**src/hw/rtl/bgc_pkg.sv**
```systemverilog
package bgc_pkg;

	// Register width of every configuration threshold
	localparam int unsigned REG_W = 12;
	localparam int unsigned CFG_IDX_W = 3;

	// Configuration register indexes
	localparam logic [CFG_IDX_W-1:0] CFG_SETTLE     = 3'd0;
	localparam logic [CFG_IDX_W-1:0] CFG_DEBOUNCE   = 3'd1;
	localparam logic [CFG_IDX_W-1:0] CFG_LONG_PRESS = 3'd2;
	localparam logic [CFG_IDX_W-1:0] CFG_RELEASE    = 3'd3;
	localparam logic [CFG_IDX_W-1:0] CFG_DOUBLE_GAP = 3'd4;

	// Reset values of the thresholds
	localparam logic [REG_W-1:0] RST_SETTLE     = 12'd10;
	localparam logic [REG_W-1:0] RST_DEBOUNCE   = 12'd10;
	localparam logic [REG_W-1:0] RST_LONG_PRESS = 12'd2500;
	localparam logic [REG_W-1:0] RST_RELEASE    = 12'd30;
	localparam logic [REG_W-1:0] RST_DOUBLE_GAP = 12'd1000;

	// Gesture codes
	typedef enum logic [1:0] {
		GEST_PWR_ON  = 2'd0,
		GEST_SINGLE  = 2'd1,
		GEST_DOUBLE  = 2'd2,
		GEST_PWR_OFF = 2'd3
	} gesture_t;

	// Classifier phases
	typedef enum logic [2:0] {
		PH_IDLE   = 3'd0,
		PH_SETTLE = 3'd1,
		PH_DEB    = 3'd2,
		PH_HOLD   = 3'd3,
		PH_REL    = 3'd4,
		PH_GAP    = 3'd5,
		PH_WAITUP = 3'd6
	} phase_t;

	typedef struct packed {
		logic [REG_W-1:0] settle;
		logic [REG_W-1:0] debounce;
		logic [REG_W-1:0] long_press;
		logic [REG_W-1:0] release_thr;
		logic [REG_W-1:0] double_gap;
	} cfg_t;

	typedef struct packed {
		logic     valid;
		gesture_t gesture;
		logic     powered;
	} result_t;

endpackage

```
**src/hw/rtl/bgc_cfg.sv**
```systemverilog
module bgc_cfg (
	input  logic                             clk,
	input  logic                             arst_n,
	input  logic                             cfg_wr_en,
	input  logic [bgc_pkg::CFG_IDX_W-1:0]    cfg_index,
	input  logic [bgc_pkg::REG_W-1:0]        cfg_data,
	output bgc_pkg::cfg_t                    cfg
);
	import bgc_pkg::*;

	cfg_t cfg_q;

	// Threshold registers; unknown indexes are dropped
	always_ff @(posedge clk or negedge arst_n) begin
		if (!arst_n) begin
			cfg_q.settle      <= RST_SETTLE;
			cfg_q.debounce    <= RST_DEBOUNCE;
			cfg_q.long_press  <= RST_LONG_PRESS;
			cfg_q.release_thr <= RST_RELEASE;
			cfg_q.double_gap  <= RST_DOUBLE_GAP;
		end else if (cfg_wr_en) begin
			unique case (cfg_index)
				CFG_SETTLE:     cfg_q.settle      <= cfg_data;
				CFG_DEBOUNCE:   cfg_q.debounce    <= cfg_data;
				CFG_LONG_PRESS: cfg_q.long_press  <= cfg_data;
				CFG_RELEASE:    cfg_q.release_thr <= cfg_data;
				CFG_DOUBLE_GAP: cfg_q.double_gap  <= cfg_data;
				default: ;
			endcase
		end
	end

	assign cfg = cfg_q;

endmodule

```
**src/hw/rtl/bgc_fsm.sv**
```systemverilog
module bgc_fsm #(
	parameter int unsigned COUNT_WIDTH = 12
) (
	input  logic              clk,
	input  logic              arst_n,
	input  bgc_pkg::cfg_t     cfg,
	input  logic              step,
	input  logic              pressed,
	output bgc_pkg::result_t  res
);
	import bgc_pkg::*;

	localparam int unsigned CMP_W = (COUNT_WIDTH + 1 > REG_W) ? COUNT_WIDTH + 1 : REG_W;

	phase_t                 phase_q, phase_d;
	logic [COUNT_WIDTH-1:0] count_q, count_d;
	logic                   power_q, power_d;
	logic                   second_q, second_d;

	logic [COUNT_WIDTH:0]   cnt_inc;
	logic [CMP_W-1:0]       cnt_ext;
	logic [COUNT_WIDTH-1:0] cnt_sat;
	logic                   ge_settle, gt_deb, gt_long, gt_rel, gt_gap;

	// Count including this tick, one bit wider, then saturated for storage
	assign cnt_inc = {1'b0, count_q} + {{COUNT_WIDTH{1'b0}}, 1'b1};
	assign cnt_ext = CMP_W'(cnt_inc);
	assign cnt_sat = cnt_inc[COUNT_WIDTH] ? {COUNT_WIDTH{1'b1}} : cnt_inc[COUNT_WIDTH-1:0];

	// Threshold compares
	assign ge_settle = cnt_ext >= CMP_W'(cfg.settle);
	assign gt_deb    = cnt_ext >  CMP_W'(cfg.debounce);
	assign gt_long   = cnt_ext >  CMP_W'(cfg.long_press);
	assign gt_rel    = cnt_ext >  CMP_W'(cfg.release_thr);
	assign gt_gap    = cnt_ext >  CMP_W'(cfg.double_gap);

	// Next state
	always_comb begin
		phase_d  = phase_q;
		count_d  = count_q;
		power_d  = power_q;
		second_d = second_q;
		unique case (phase_q)
			PH_SETTLE: begin
				if (ge_settle) begin
					phase_d = PH_DEB;
					count_d = '0;
				end else begin
					count_d = cnt_sat;
				end
			end
			PH_DEB: begin
				if (!pressed) begin
					count_d = '0;
				end else if (gt_deb) begin
					phase_d = PH_HOLD;
					count_d = '0;
				end else begin
					count_d = cnt_sat;
				end
			end
			PH_HOLD: begin
				if (!pressed) begin
					phase_d = PH_REL;
					count_d = '0;
				end else if (gt_long) begin
					power_d  = ~power_q;
					phase_d  = PH_WAITUP;
					second_d = 1'b0;
					count_d  = '0;
				end else begin
					count_d = cnt_sat;
				end
			end
			PH_REL: begin
				if (pressed) begin
					count_d = '0;
				end else if (gt_rel) begin
					phase_d = PH_GAP;
					count_d = '0;
				end else begin
					count_d = cnt_sat;
				end
			end
			PH_GAP: begin
				if (pressed) begin
					second_d = 1'b1;
					phase_d  = PH_WAITUP;
					count_d  = '0;
				end else if (gt_gap) begin
					phase_d = PH_IDLE;
					count_d = '0;
				end else begin
					count_d = cnt_sat;
				end
			end
			PH_WAITUP: begin
				if (!pressed) begin
					phase_d  = PH_IDLE;
					count_d  = '0;
					second_d = 1'b0;
				end
			end
			default: begin
				// idle and the unused code
				count_d  = '0;
				second_d = 1'b0;
				if (!pressed) begin
					phase_d = PH_IDLE;
				end else if (cfg.settle == '0) begin
					phase_d = PH_DEB;
				end else begin
					phase_d = PH_SETTLE;
				end
			end
		endcase
	end

	// Result for this sample
	always_comb begin
		res.valid   = 1'b0;
		res.gesture = GEST_SINGLE;
		res.powered = power_q;
		unique case (phase_q)
			PH_HOLD: begin
				if (pressed && gt_long) begin
					res.valid   = step;
					res.gesture = power_q ? GEST_PWR_OFF : GEST_PWR_ON;
					res.powered = ~power_q;
				end
			end
			PH_GAP: begin
				if (!pressed && gt_gap) begin
					res.valid = step;
				end
			end
			PH_WAITUP: begin
				if (!pressed && second_q) begin
					res.valid   = step;
					res.gesture = GEST_DOUBLE;
				end
			end
			default: ;
		endcase
	end

	// State registers advance once per sample
	always_ff @(posedge clk or negedge arst_n) begin
		if (!arst_n) begin
			phase_q  <= PH_IDLE;
			count_q  <= '0;
			power_q  <= 1'b0;
			second_q <= 1'b0;
		end else if (step) begin
			phase_q  <= phase_d;
			count_q  <= count_d;
			power_q  <= power_d;
			second_q <= second_d;
		end
	end

endmodule

```
**src/hw/rtl/bgc_out.sv**
```systemverilog
module bgc_out (
	input  logic              clk,
	input  logic              arst_n,
	input  logic              load,
	input  bgc_pkg::result_t  res,
	output logic              space,
	output logic              out_valid,
	input  logic              out_ready,
	output logic [1:0]        gesture,
	output logic              powered
);
	import bgc_pkg::*;

	logic       valid_q;
	gesture_t   gesture_q;
	logic       power_q;

	// Slot is free when empty or being drained this cycle
	assign space = !valid_q || out_ready;

	always_ff @(posedge clk or negedge arst_n) begin
		if (!arst_n) begin
			valid_q <= 1'b0;
		end else if (load) begin
			valid_q <= res.valid;
		end else if (out_ready) begin
			valid_q <= 1'b0;
		end
	end

	// Payload, no reset needed
	always_ff @(posedge clk) begin
		if (load && res.valid) begin
			gesture_q <= res.gesture;
			power_q   <= res.powered;
		end
	end

	assign out_valid = valid_q;
	assign gesture   = gesture_q;
	assign powered   = power_q;

endmodule

```
**src/hw/rtl/button_gesture_classifier.sv**
```systemverilog
// Channel   Handshake             Payload
// input     in_valid / in_ready   pressed
// output    out_valid / out_ready gesture, powered
// config    cfg_wr_en             cfg_index, cfg_data
//
// One request per cycle unless the output is stalled and the input register is full.
// Samples land in an input register, the phase machine classifies them into the
// result register. Reset clears the phase, counter and power state and reloads
// the default thresholds.
// A stalled output holds the result and the input stage stops once it is full.
module button_gesture_classifier #(
	parameter int unsigned COUNT_WIDTH = 12
) (
	input  logic                           clk,
	input  logic                           arst_n,
	input  logic                           cfg_wr_en,
	input  logic [bgc_pkg::CFG_IDX_W-1:0]  cfg_index,
	input  logic [bgc_pkg::REG_W-1:0]      cfg_data,
	input  logic                           in_valid,
	output logic                           in_ready,
	input  logic                           pressed,
	output logic                           out_valid,
	input  logic                           out_ready,
	output logic [1:0]                     gesture,
	output logic                           powered
);
	import bgc_pkg::*;

	cfg_t    cfg;
	result_t res;
	logic    valid_s1;
	logic    pressed_s1;
	logic    space;
	logic    step;

	bgc_cfg u_cfg (
		.clk       (clk),
		.arst_n    (arst_n),
		.cfg_wr_en (cfg_wr_en),
		.cfg_index (cfg_index),
		.cfg_data  (cfg_data),
		.cfg       (cfg)
	);

	// Sample moves on when the result slot can take it
	assign step     = valid_s1 && space;
	assign in_ready = !valid_s1 || space;

	// Input register
	always_ff @(posedge clk or negedge arst_n) begin
		if (!arst_n) begin
			valid_s1 <= 1'b0;
		end else if (in_ready) begin
			valid_s1 <= in_valid;
		end
	end

	always_ff @(posedge clk) begin
		if (in_ready && in_valid) begin
			pressed_s1 <= pressed;
		end
	end

	bgc_fsm #(
		.COUNT_WIDTH (COUNT_WIDTH)
	) u_fsm (
		.clk     (clk),
		.arst_n  (arst_n),
		.cfg     (cfg),
		.step    (step),
		.pressed (pressed_s1),
		.res     (res)
	);

	bgc_out u_out (
		.clk       (clk),
		.arst_n    (arst_n),
		.load      (step),
		.res       (res),
		.space     (space),
		.out_valid (out_valid),
		.out_ready (out_ready),
		.gesture   (gesture),
		.powered   (powered)
	);

endmodule

```
**config.mk**
```make
export PLATFORM = sky130hd
export DESIGN_NAME = button_gesture_classifier
export DESIGN_NICKNAME = d
export VERILOG_FILES = /design/src/hw/rtl/bgc_pkg.sv /design/src/hw/rtl/bgc_cfg.sv /design/src/hw/rtl/bgc_fsm.sv /design/src/hw/rtl/bgc_out.sv /design/src/hw/rtl/button_gesture_classifier.sv
export SDC_FILE = /design/constraint.sdc
export NUM_CORES = 1
export LEC_CHECK = 0
export BUFFER_PORTS_ARGS = -buffer_cell sky130_fd_sc_hd__buf_2
export CORE_UTILIZATION = 40
export DETAILED_ROUTE_END_ITERATION = 7
export PLACE_DENSITY = 0.65
export RECOVER_POWER = 50
export SLEW_MARGIN = 15
export SYNTH_ARGS = -nofsm -noshare
export SYNTH_HDL_FRONTEND = slang
export SYNTH_HIERARCHICAL = 1
export SYNTH_SLANG_ARGS = --single-unit
```
**constraint.sdc**
```tcl
create_clock -name clk -period 5.8 [get_ports clk]
set_clock_uncertainty 0.2 [all_clocks]
set_input_delay 0.87 -clock clk [delete_from_list [all_inputs] [get_ports clk]]
set_output_delay 0.87 -clock clk [all_outputs]
set_load 0.01 [all_outputs]
```
==> impl_metrics.csv, run 1 <==
group,metric,value,unit
layout,finalInstanceArea,6050,µm²
logic_synthesis,synth_edf_count,4,
layout,layout-drive-gt1-share,26.14,%
global_route,grt-ovfl-total,0,
setup_path,timing.critical_path.max_delay_family,"compound AO/OA/AOI/OAI gates",
drt,route.detailed.wl_per_inst,17.72,µm
floorplanning,floorplan.die_area,14180,µm²
timing,timing.max_slew.rel_slack,31.39,%
logic_synthesis,synth_flop_cell,"dfrtp_1",
layout,number_of_nets_in_the_finished_design,626,
timing,tightestPinTransition,1.021,ns
logic_synthesis,post-synth-top-area-cell,"dfrtp_1",
placement,placed_wire_length_estimate_after_detailed_placement,9481,µm
run,max-cap-violations,0,
setup_path,critical_path_class,"reg2reg",
layout,multi_input_area,3017,µm²
layout,finish.cell_count_without_fillers,723,
clocking,clk_path_buf_depth,2,
clocking,cts-buffers-inserted,9,
logic_synthesis,syn_nets,606,
floorplanning,starting_density,41.25,%
status,run_status,"finished clean",
logic_synthesis,post_synth_instance_area,5484,µm²
timing,finalCriticalPeriod,4.726,ns
setup_path,timing.critical_path.mode_cell,"ha_1",
setup_path,cp_data_required_time,5.84,ns
logic_synthesis,area_fraction_of_the_dominant_cell_type_after_synthesis,27.38,%
timing,fin_hold_ws,0.3071,ns
drt,antenna_left,0,
logic_synthesis,post_synth.cell_area_avg,10.51,µm²
logic_synthesis,netlist_top_cells_count,"ha_1, inv_1, dfrtp_1, mux2_2, nand2_1",
global_route,gr-usage-all-layers,19.74,%
min_path,hold_path_class,"reg2reg",
clocking,clockRootBuffer,"clkbuf_16",
timing,setup_viol,0,
logic_synthesis,post_synth_inst_count,522,
logic_synthesis,post-synth-top-count-cell,"ha_1",
floorplanning,die_width,119.1,µm
setup_path,worstPathMaxFanout,12,
setup_path,launch_point_of_the_critical_path,"u_fsm/count_q[0]",
logic_synthesis,synth_seq_area_share,38.67,%
clocking,holdBufCountCts,0,
timing,achievable-frequency,211.6,MHz
drt,drt_iter0_drc,224,
placement,gpl.final_weighted_congestion,0.8924,
global_route,first_pass_grt_wire_length,21630,µm
setup_path,crit_path_top_delay_cell,"dfrtp_1",
power_and_ir_drop,power_density,310.6,nW/µm²
timing,final-hold-violation-count,0,
drt,drt-pass1-iter-count,7,
clocking,htreeDepth,3,
power_and_ir_drop,power.total,1.879,mW
setup_path,reg2reg_slack,1.07,ns
timing,grt_setup_unrepaired,"false",
layout,layout.filler_cells,1242,
drt,routed_via_count,4007,
timing,fin_tns_setup,0,ns
timing,final_max_slew_viols,0,
setup_path,timing.critical_path.from_type,"register",
clocking,clk_latency,0.34,ns
floorplanning,rows,42,
timing,layout_worst_path_cycle_share,81.48,%
logic_synthesis,synthArstFlopShare,95.18,%
logic_synthesis,yosys_warnings,6,
clocking,post_cts_buffers,0,
drt,route.detailed.vias_per_inst,5.542,
placement,placedCellCount,707,
placement,postPlaceCellArea,5736,µm²
layout,layout.area.seq,2121,µm²
logic_synthesis,synth.area.top_cells,"dfrtp_1, ha_1, mux2_2",
clocking,cts.reportedPaths.clkPinSlew,0.07,ns
power_and_ir_drop,p_leak,2.874,nW
setup_path,cp_data_arrival_time,4.77,ns
floorplanning,die_h,119.1,µm
min_path,worst_hold_startpoint,"u_cfg/cfg[46]",
layout,areaGrowthSynthToFinish,10.31,%
drt,drc,0,
logic_synthesis,yosys_register_bits,83,
setup_path,critPathCaptureType,"register",
global_route,first_global_vias,4144,
drt,route.final.wire_length,12810,µm
placement,placement.io_buffers,25,
setup_path,critPathMaxStageDelay,0.55,ns
setup_path,timing.critical_path.cells,"ha_1 > nand4_2 > nor2_1 > nand3_1 > xnor2_1 > ha_1 > a21o_1 > a21oi_1 > o21ai_0 > o31ai_1 > nor3b_2 > nor4_4 > a221oi_1",
logic_synthesis,synth.distinct_cells,66,
global_route,grt_max_degree,80,
clocking,clock_sink_count,83,
clocking,post_cts.resized_instances,0,
floorplanning,io_pins,26,
power_and_ir_drop,vdd_ir_drop_max,125.5,µV
layout,insertedDiodeCount,0,
floorplanning,core_area,13300,µm²
global_route,grt_antenna_before_repair,0,
clocking,cts_tree,"built",
setup_path,worstPathBufferInverterCount,0,
setup_path,reg_to_reg_start,"u_fsm/count_q[0]",
## metal layers
metal | track usage [%] | vias to the layer above | part of all wire (%)
met5 | 0 | - | 0
met4 | 7.358 | 0 | 2.1
met3 | 3.784 | 18 | 3.7
met2 | 31.32 | 96 | 46
met1 | 26.60 | 1963 | 48
li1 | - | 1930 | -
## metrics by stage
stage | util, % | setup slack [ns]
2_1_floorplan | - | 2.160
6_report | 45.50 | 1.074
4_1_cts | 45.56 | 1.064
3_5_place_dp | 43.14 | 1.119
5_1_grt | 45.50 | 0.7244
3_3_place_gp | 43.14 | 1.208
## cells in the final DEF (no fill, tap or decap), types with 4 or more instances in the layout
cell / netlist / final
ha_1: 63 / 63
inv_1: 62 / 62
mux2_2: 60 / 60
dfrtp_1: 60 / 60
nand2_1: 29 / 29
nor2_1: 25 / 25
buf_2: 5 / 23
a21oi_1: 21 / 21
dfstp_2: 19 / 19
nand3_1: 14 / 14
o21ai_0: 12 / 12
clkbuf_16: 0 / 10
nand4_1: 9 / 9
xnor2_1: 7 / 7
a21o_1: 7 / 7
nor4_1: 7 / 7
o211ai_1: 7 / 7
o21ai_2: 5 / 6
and3_1: 5 / 5
a31oi_1: 5 / 5
nand2b_1: 3 / 4
edfxtp_1: 4 / 4
xor2_1: 4 / 4
o31ai_1: 4 / 4
a211oi_1: 4 / 4
o21a_1: 4 / 4
## kinds of logic (layout without fill, tap and decap cells)
logic type | after synthesis | after routing | synth area share (%)
AO/OA/AOI/OAI | 102 | 102 | 13.21
multiplexers | 61 | 61 | 12.53
buffers and inverters | 80 | 105 | 6.206
XOR/XNOR | 11 | 11 | 1.757
adder cells (fa/ha/maj) | 63 | 63 | 14.37
flip-flops | 83 | 83 | 38.67
AND/OR/NAND/NOR | 122 | 122 | 13.26
## flip-flops by register name, indices dropped and copies added, names as in the netlist
name / flops
pressed_s1: 1
u_cfg/cfg: 60
u_fsm/count_q: 12
u_fsm/phase_q: 3
u_fsm/power_q: 1
u_fsm/second_q: 1
u_out/gesture: 2
u_out/out_valid: 1
u_out/powered: 1
valid_s1: 1
## final cells by class
class,instances,area share [%]
well taps,176,3.640
repair buffers,26,2.213
inverters,63,3.909
clock inverters,5,0.9514
multi-input cells,359,49.87
flip-flops and latches,83,35.06
clock buffers,11,4.364
## worst paths after layout
kind / cells after the start / end
setup / recovery: 13 / u_fsm/count_q[7]
hold / removal: 1 / u_cfg/cfg[46]
setup reg to reg: 13 / u_fsm/count_q[7]
hold reg to reg: 1 / u_cfg/cfg[46]
max in group asynchronous: 1 / u_fsm/phase_q[2]
min in group asynchronous: 1 / u_fsm/count_q[0]
## power by group
part	total, mW	internal (mW)	switching (mW)	leakage (nW)
sequential	0.785	0.706	0.0797	0.984
clock	0.613	0.372	0.241	0.161
combinational	0.481	0.221	0.260	1.73
Note: power is estimated with default switching activity, not from simulation.
==> run 2, diff against run 1 <==
--- a/config.mk
+++ b/config.mk
@@ -8,7 +8,7 @@
 export BUFFER_PORTS_ARGS = -buffer_cell sky130_fd_sc_hd__buf_2
 export CORE_UTILIZATION = 40
 export DETAILED_ROUTE_END_ITERATION = 7
-export PLACE_DENSITY = 0.65
+export PLACE_DENSITY = 0.67
 export RECOVER_POWER = 50
 export SLEW_MARGIN = 15
 export SYNTH_ARGS = -nofsm -noshare
==> constraint.sdc (replaced) <==
create_clock -name clk -period 4.15 [get_ports clk]
set_clock_uncertainty 0.2 [all_clocks]
set_input_delay 0.6225 -clock clk [delete_from_list [all_inputs] [get_ports clk]]
set_output_delay 0.6225 -clock clk [all_outputs]
set_load 0.01 [all_outputs]
==> run 2 against run 1 <==
Effect of this change: total power up 41%; critical path type unchanged; critical path depth up 2; design area grew 1.9%; clock power grew 41%; critical endpoint is now u_fsm/count_q[4]; routed wire length is 2.5% higher; combinational power rose by 44%; register-to-register slack lost 0.80 ns; utilization up 0.88 points; the flow now finishes with violations (max-capacitance violations, max-slew violations); count of clock-buffer cells in the layout rose by 1; final cell count increased by 1.8%; sequential share of layout area shrank 0.63 points.
==> impl_metrics.csv, run 2 (synthesis gave the netlist of run 1 again) <==
group,metric,value,unit
clocking,cts-buffers-inserted,9,
setup_path,critical_path_class,"reg2reg",
setup_path,critPathMaxStageDelay,0.42,ns
drt,antenna_left,0,
global_route,grt_antenna_before_repair,0,
setup_path,worstPathBufferInverterCount,2,
drt,drc,0,
clocking,post_cts_buffers,0,
timing,layout_worst_path_cycle_share,93.43,%
clocking,cts_tree,"built",
drt,route.met2.wl,6213,µm
timing,finalCriticalPeriod,3.878,ns
global_route,grt-ovfl-total,0,
drt,met1_length,6260,µm
min_path,worst_hold_startpoint,"pressed",
layout,number_of_nets_in_the_finished_design,639,
clocking,clock_sink_count,83,
setup_path,worstPathMaxFanout,7,
global_route,first_pass_grt_wire_length,21960,µm
floorplanning,core_area,13300,µm²
placement,placement.io_buffers,25,
timing,tightestPinTransition,2.036,ns
floorplanning,floorplan.die_area,14180,µm²
status,failed_checks,"max-capacitance violations, max-slew violations",
setup_path,reg2reg_slack,0.27,ns
power_and_ir_drop,vdd_ir_drop_max,213.8,µV
clocking,clockRootBuffer,"clkbuf_16",
placement,gpl.final_weighted_congestion,0.9370,
clocking,clk_path_buf_depth,2,
placement,placed_wire_length_estimate_after_detailed_placement,9721,µm
clocking,holdBufCountCts,0,
clocking,clk_latency,0.35,ns
setup_path,critPathCaptureType,"register",
clocking,cts.reportedPaths.clkPinSlew,0.06,ns
min_path,capture_endpoint_of_the_worst_hold_path,"pressed_s1",
setup_path,cp_data_arrival_time,3.88,ns
layout,finalInstanceArea,6167,µm²
timing,final-hold-violation-count,0,
layout,most-common-layout-cells,"ha_1, inv_1, mux2_2, dfrtp_1, nand2_1",
placement,postPlaceCellArea,5833,µm²
drt,route.final.wire_length,13130,µm
global_route,first_global_vias,4158,
floorplanning,rows,42,
timing,timing.max_slew.rel_slack,-35.74,%
layout,insertedDiodeCount,0,
timing,setup_viol,0,
setup_path,timing.rr.end,"u_fsm/count_q[4]",
drt,topRoutingLayerUsed,"met4",
setup_path,reg_to_reg_start,"u_fsm/count_q[3]",
status,run_status,"finished with violations",
drt,route.detailed.vias_per_inst,5.565,
floorplanning,io_pins,26,
power_and_ir_drop,power_density,430.0,nW/µm²
layout,largest_reg_flops,60,
setup_path,timing.critical_path.cells,"and4_1 > nand4_1 > nor2_2 > and4_1 > xor2_1 > buf_4 > ha_1 > nand3_1 > nor3_1 > o31ai_1 > a31o_2 > a41o_2 > nor4_4 > buf_4 > a21oi_2",
layout,core_utilization_of_the_finished_layout,46.39,%
min_path,min_delay_path_depth,1,
layout,layout-drive-gt1-share,28.57,%
drt,drt_iter0_drc,197,
setup_path,timing.critical_path.max_delay_family,"simple AND/OR/NAND/NOR gates",
drt,routed_via_count,4096,
global_route,grt_max_degree,80,
global_route,gr-usage-all-layers,20.15,%
timing,grt_setup_unrepaired,"false",
layout,areaGrowthSynthToFinish,12.46,%
setup_path,cp_data_required_time,4.16,ns
drt,dr_wl_met3,482,µm
timing,fin_tns_setup,0,ns
run,max-cap-violations,1,
min_path,hold_path_class,"in2reg",
setup_path,crit_path_top_delay_cell,"dfrtp_2",
layout,most_common_cell_after_layout_fill_and_taps_aside,"ha_1",
floorplanning,die_width,119.1,µm
power_and_ir_drop,p_leak,2.940,nW
clocking,htreeDepth,3,
drt,drt-pass1-iter-count,4,
setup_path,worst-r2r-cell-count,15,
setup_path,timing.critical_path.from_type,"register",
setup_path,launch_point_of_the_critical_path,"u_fsm/count_q[3]",
timing,final_max_slew_viols,80,
drt,route.detailed.wl_per_inst,17.84,µm
floorplanning,starting_density,41.25,%
floorplanning,die_h,119.1,µm
timing,achievable-frequency,257.9,MHz
==> run 2: per-layer routing <==
metal / track usage (%) / up-vias
met2: 32.19 / 65
met4: 6.408 / 0
li1: - / 1960
met5: 0 / -
met1: 27.64 / 2060
met3: 3.448 / 11
==> run 2: worst max-delay path by stage <==
stage,cells after the start,endpoint
floorplan,13,u_fsm/phase_q[1]
global placement,14,u_fsm/count_q[2]
detailed placement,13,u_fsm/phase_q[1]
CTS,13,u_fsm/phase_q[1]
global route,15,u_fsm/count_q[4]
finish,15,u_fsm/count_q[4]
==> run 2: cell type report <==
type / instances / area (µm²)
clock buffers: 12 / 246.5
clock inverters: 4 / 73.82
fillers: 1271 / 7128
inverters: 63 / 236.5
multi-input cells: 359 / 3039
flip-flops and latches: 83 / 2123
well taps: 176 / 220.2
repair buffers: 39 / 227.7
==> run 2: metrics by stage <==
step	setup WS, ns	std cells	power, mW	hold WS (ns)
after floorplan	0.5102	522	1.562	0.1269
after detailed placement	0.1120	720	1.790	0.2928
after CTS	0.09038	736	2.672	0.2477
after global placement	0.1842	720	1.744	0.2896
final	0.2725	736	2.652	0.2629
after global routing	0.05926	736	2.826	0.2501
==> run 2: report_power, final <==
group	switching [mW]	total, mW	internal [mW]
registers	0.107	1.10	0.988
clock network	0.322	0.866	0.544
logic	0.368	0.691	0.323
total	0.797	2.65	1.86
==> run 2: repair_timing <==
item	CTS	global route
setup endpoints to repair	0	19
gates resized for setup	0	7
hold endpoints to repair	0	0
==> run 3, diff against run 2 <==
--- a/config.mk
+++ b/config.mk
@@ -6,9 +6,9 @@
 export NUM_CORES = 1
 export LEC_CHECK = 0
 export BUFFER_PORTS_ARGS = -buffer_cell sky130_fd_sc_hd__buf_2
-export CORE_UTILIZATION = 40
+export CORE_UTILIZATION = 30
 export DETAILED_ROUTE_END_ITERATION = 7
-export PLACE_DENSITY = 0.67
+export PLACE_DENSITY = 0.55
 export RECOVER_POWER = 50
 export SLEW_MARGIN = 15
 export SYNTH_ARGS = -nofsm -noshare
==> run 3 against run 2 <==
Effect of this change: the run ends with design-rule violations, max-capacitance violations, max-slew violations left; total power decreased by 3.0%; count of clock-buffer cells in the layout increased by 1; worst setup slack got worse by 0.021 ns.
==> impl_metrics.csv, run 3 (synthesis gave the netlist of run 1 again) <==
group,metric,value,unit
min_path,hold_path_class,"in2reg",
floorplanning,core_area,17960,µm²
timing,finalCriticalPeriod,3.899,ns
global_route,gr-usage-all-layers,16.21,%
run,max-cap-violations,1,
status,failed_checks,"design-rule violations, max-capacitance violations, max-slew violations",
floorplanning,die_h,137.2,µm
floorplanning,die_width,137.2,µm
placement,placedCellCount,772,
layout,insertedDiodeCount,0,
timing,worst_setup_slack_after_layout,0.2512,ns
global_route,grt_antenna_before_repair,0,
layout,most-common-layout-cells,"ha_1, inv_1, mux2_2, dfrtp_1, nand2_1",
layout,most_common_cell_after_layout_fill_and_taps_aside,"ha_1",
timing,layout_worst_path_cycle_share,93.95,%
drt,route.final.wire_length,13730,µm
placement,postPlaceCellArea,5904,µm²
floorplanning,floorplan.die_area,18830,µm²
drt,drc,1,
clocking,cts_tree,"built",
drt,dr_wl_met3,423,µm
floorplanning,rows,49,
placement,placed_wire_length_estimate_after_detailed_placement,10070,µm
drt,route.detailed.wl_per_inst,17.40,µm
power_and_ir_drop,power_frac_comb,27.1,%
timing,timing.max_slew.rel_slack,-34.50,%
drt,antenna_left,0,
global_route,grt_max_degree,80,
drt,routed_via_count,4082,
clocking,cts.reportedPaths.clkPinSlew,0.07,ns
drt,route.met2.wl,6140,µm
layout,number_of_nets_in_the_finished_design,639,
power_and_ir_drop,power_density,413.7,nW/µm²
timing,final-hold-violation-count,0,
layout,layout-drive-gt1-share,28.93,%
power_and_ir_drop,power_switching,0.8212,mW
timing,setup_viol,0,
status,run_status,"finished with violations",
power_and_ir_drop,vdd_ir_drop_max,228.0,µV
clocking,clockRootBuffer,"clkbuf_16",
drt,route.detailed.vias_per_inst,5.174,
floorplanning,io_pins,26,
drt,drt-pass1-iter-count,6,
clocking,clk_latency,0.36,ns
power_and_ir_drop,share_clk_of_total_power,30.4,%
layout,finish.cell_count_without_fillers,789,
layout,core_utilization_of_the_finished_layout,34.60,%
layout,areaGrowthSynthToFinish,13.35,%
drt,drt_iter0_drc,302,
global_route,grt-ovfl-total,0,
clocking,holdBufCountCts,0,
setup_path,cp_data_arrival_time,3.90,ns
clocking,clock_sink_count,83,
timing,fin_hold_ws,0.2349,ns
power_and_ir_drop,p_leak,2.937,nW
placement,placement.io_buffers,25,
power_and_ir_drop,pwr-share-seq,42.5,%
floorplanning,starting_density,30.53,%
clocking,htreeDepth,3,
global_route,first_pass_grt_wire_length,22930,µm
clocking,cts-buffers-inserted,9,
power_and_ir_drop,p_int,1.750,mW
placement,gpl.final_weighted_congestion,0.8818,
setup_path,critPathCaptureType,"register",
global_route,first_global_vias,4221,
placement,post-place-ws,0.06937,ns
layout,finalInstanceArea,6216,µm²
setup_path,worstPathMaxFanout,12,
clocking,clk_path_buf_depth,2,
drt,met1_length,6688,µm
timing,achievable-frequency,256.5,MHz
timing,tightestPinTransition,2.018,ns
timing,final_max_slew_viols,80,
layout,largest_reg_flops,60,
setup_path,critical_path_class,"reg2reg",
power_and_ir_drop,p_sw_share,31.93,%
drt,topRoutingLayerUsed,"met4",
setup_path,cp_data_required_time,4.15,ns
setup_path,timing.critical_path.from_type,"register",
-- run 3: timing repair --
action,CTS,global route
setup buffers,0,1
gates resized for setup,0,7
setup endpoints to repair,0,21
-- run 3: critical path, cell delays in order (launching register included) --
cell	delay, ns
dfrtp_1	0.35
buf_4	0.19
and4_2	0.28
nand4_1	0.16
nor2_2	0.16
and4_1	0.26
xor2_2	0.12
ha_1	0.32
nand3_1	0.17
nor3_1	0.24
o31ai_1	0.11
a31o_2	0.24
a41o_2	0.33
nor4_4	0.32
buf_12	0.20
a221oi_1	0.09
-- run 3: final timing paths --
kind | slack (ns) | cells after the start | from | to
setup / recovery | 0.25 | 15 | u_fsm/count_q[0] | u_fsm/count_q[7]
hold / removal | 0.23 | 1 | pressed | pressed_s1
setup reg to reg | 0.25 | 15 | u_fsm/count_q[0] | u_fsm/count_q[7]
hold reg to reg | 0.31 | 1 | u_cfg/cfg[21] | u_cfg/cfg[21]
max in group asynchronous | 1.91 | 1 | arst_n | u_cfg/cfg[44]
min in group asynchronous | 0.64 | 1 | arst_n | u_fsm/count_q[10]
-- run 3: cell type report --
| cell class | instances | area, µm² |
|---|---|---|
| Fill cell | 1810 | 11750 |
| Inverter | 63 | 236.5 |
| Clock buffer | 13 | 260.3 |
| Tap cell | 229 | 286.5 |
| Multi-Input combinational cell | 359 | 3049 |
| Sequential cell | 83 | 2121 |
| Clock inverter | 3 | 21.27 |
| Timing Repair Buffer | 39 | 241.5 |
-- run 3: routing by layer --
metal / vias to the layer above / GRT usage, %
li1: 1955 / -
met1: 1999 / 22.31
met2: 95 / 23.77
met3: 33 / 2.796
met4: 0 / 9.463
met5: - / 0
-- run 3: power by group through the flow --
stage / Sequential (mW) / Combinational, mW / Clock (mW)
4_1_cts: 1.09 / 0.691 / 0.809
3_5_place_dp: 1.11 / 0.684 / 0
3_3_place_gp: 1.10 / 0.663 / 0
2_1_floorplan: 1.07 / 0.495 / 0
6_report: 1.09 / 0.697 / 0.782
5_1_grt: 1.12 / 0.788 / 0.844
-- run 3: per-stage QoR --
step | TNS [ns] | total power [mW]
floorplan | 0 | 1.562
global placement | 0 | 1.761
detailed placement | 0 | 1.790
CTS | 0 | 2.593
global route | -0.01909 | 2.747
finish | 0 | 2.572
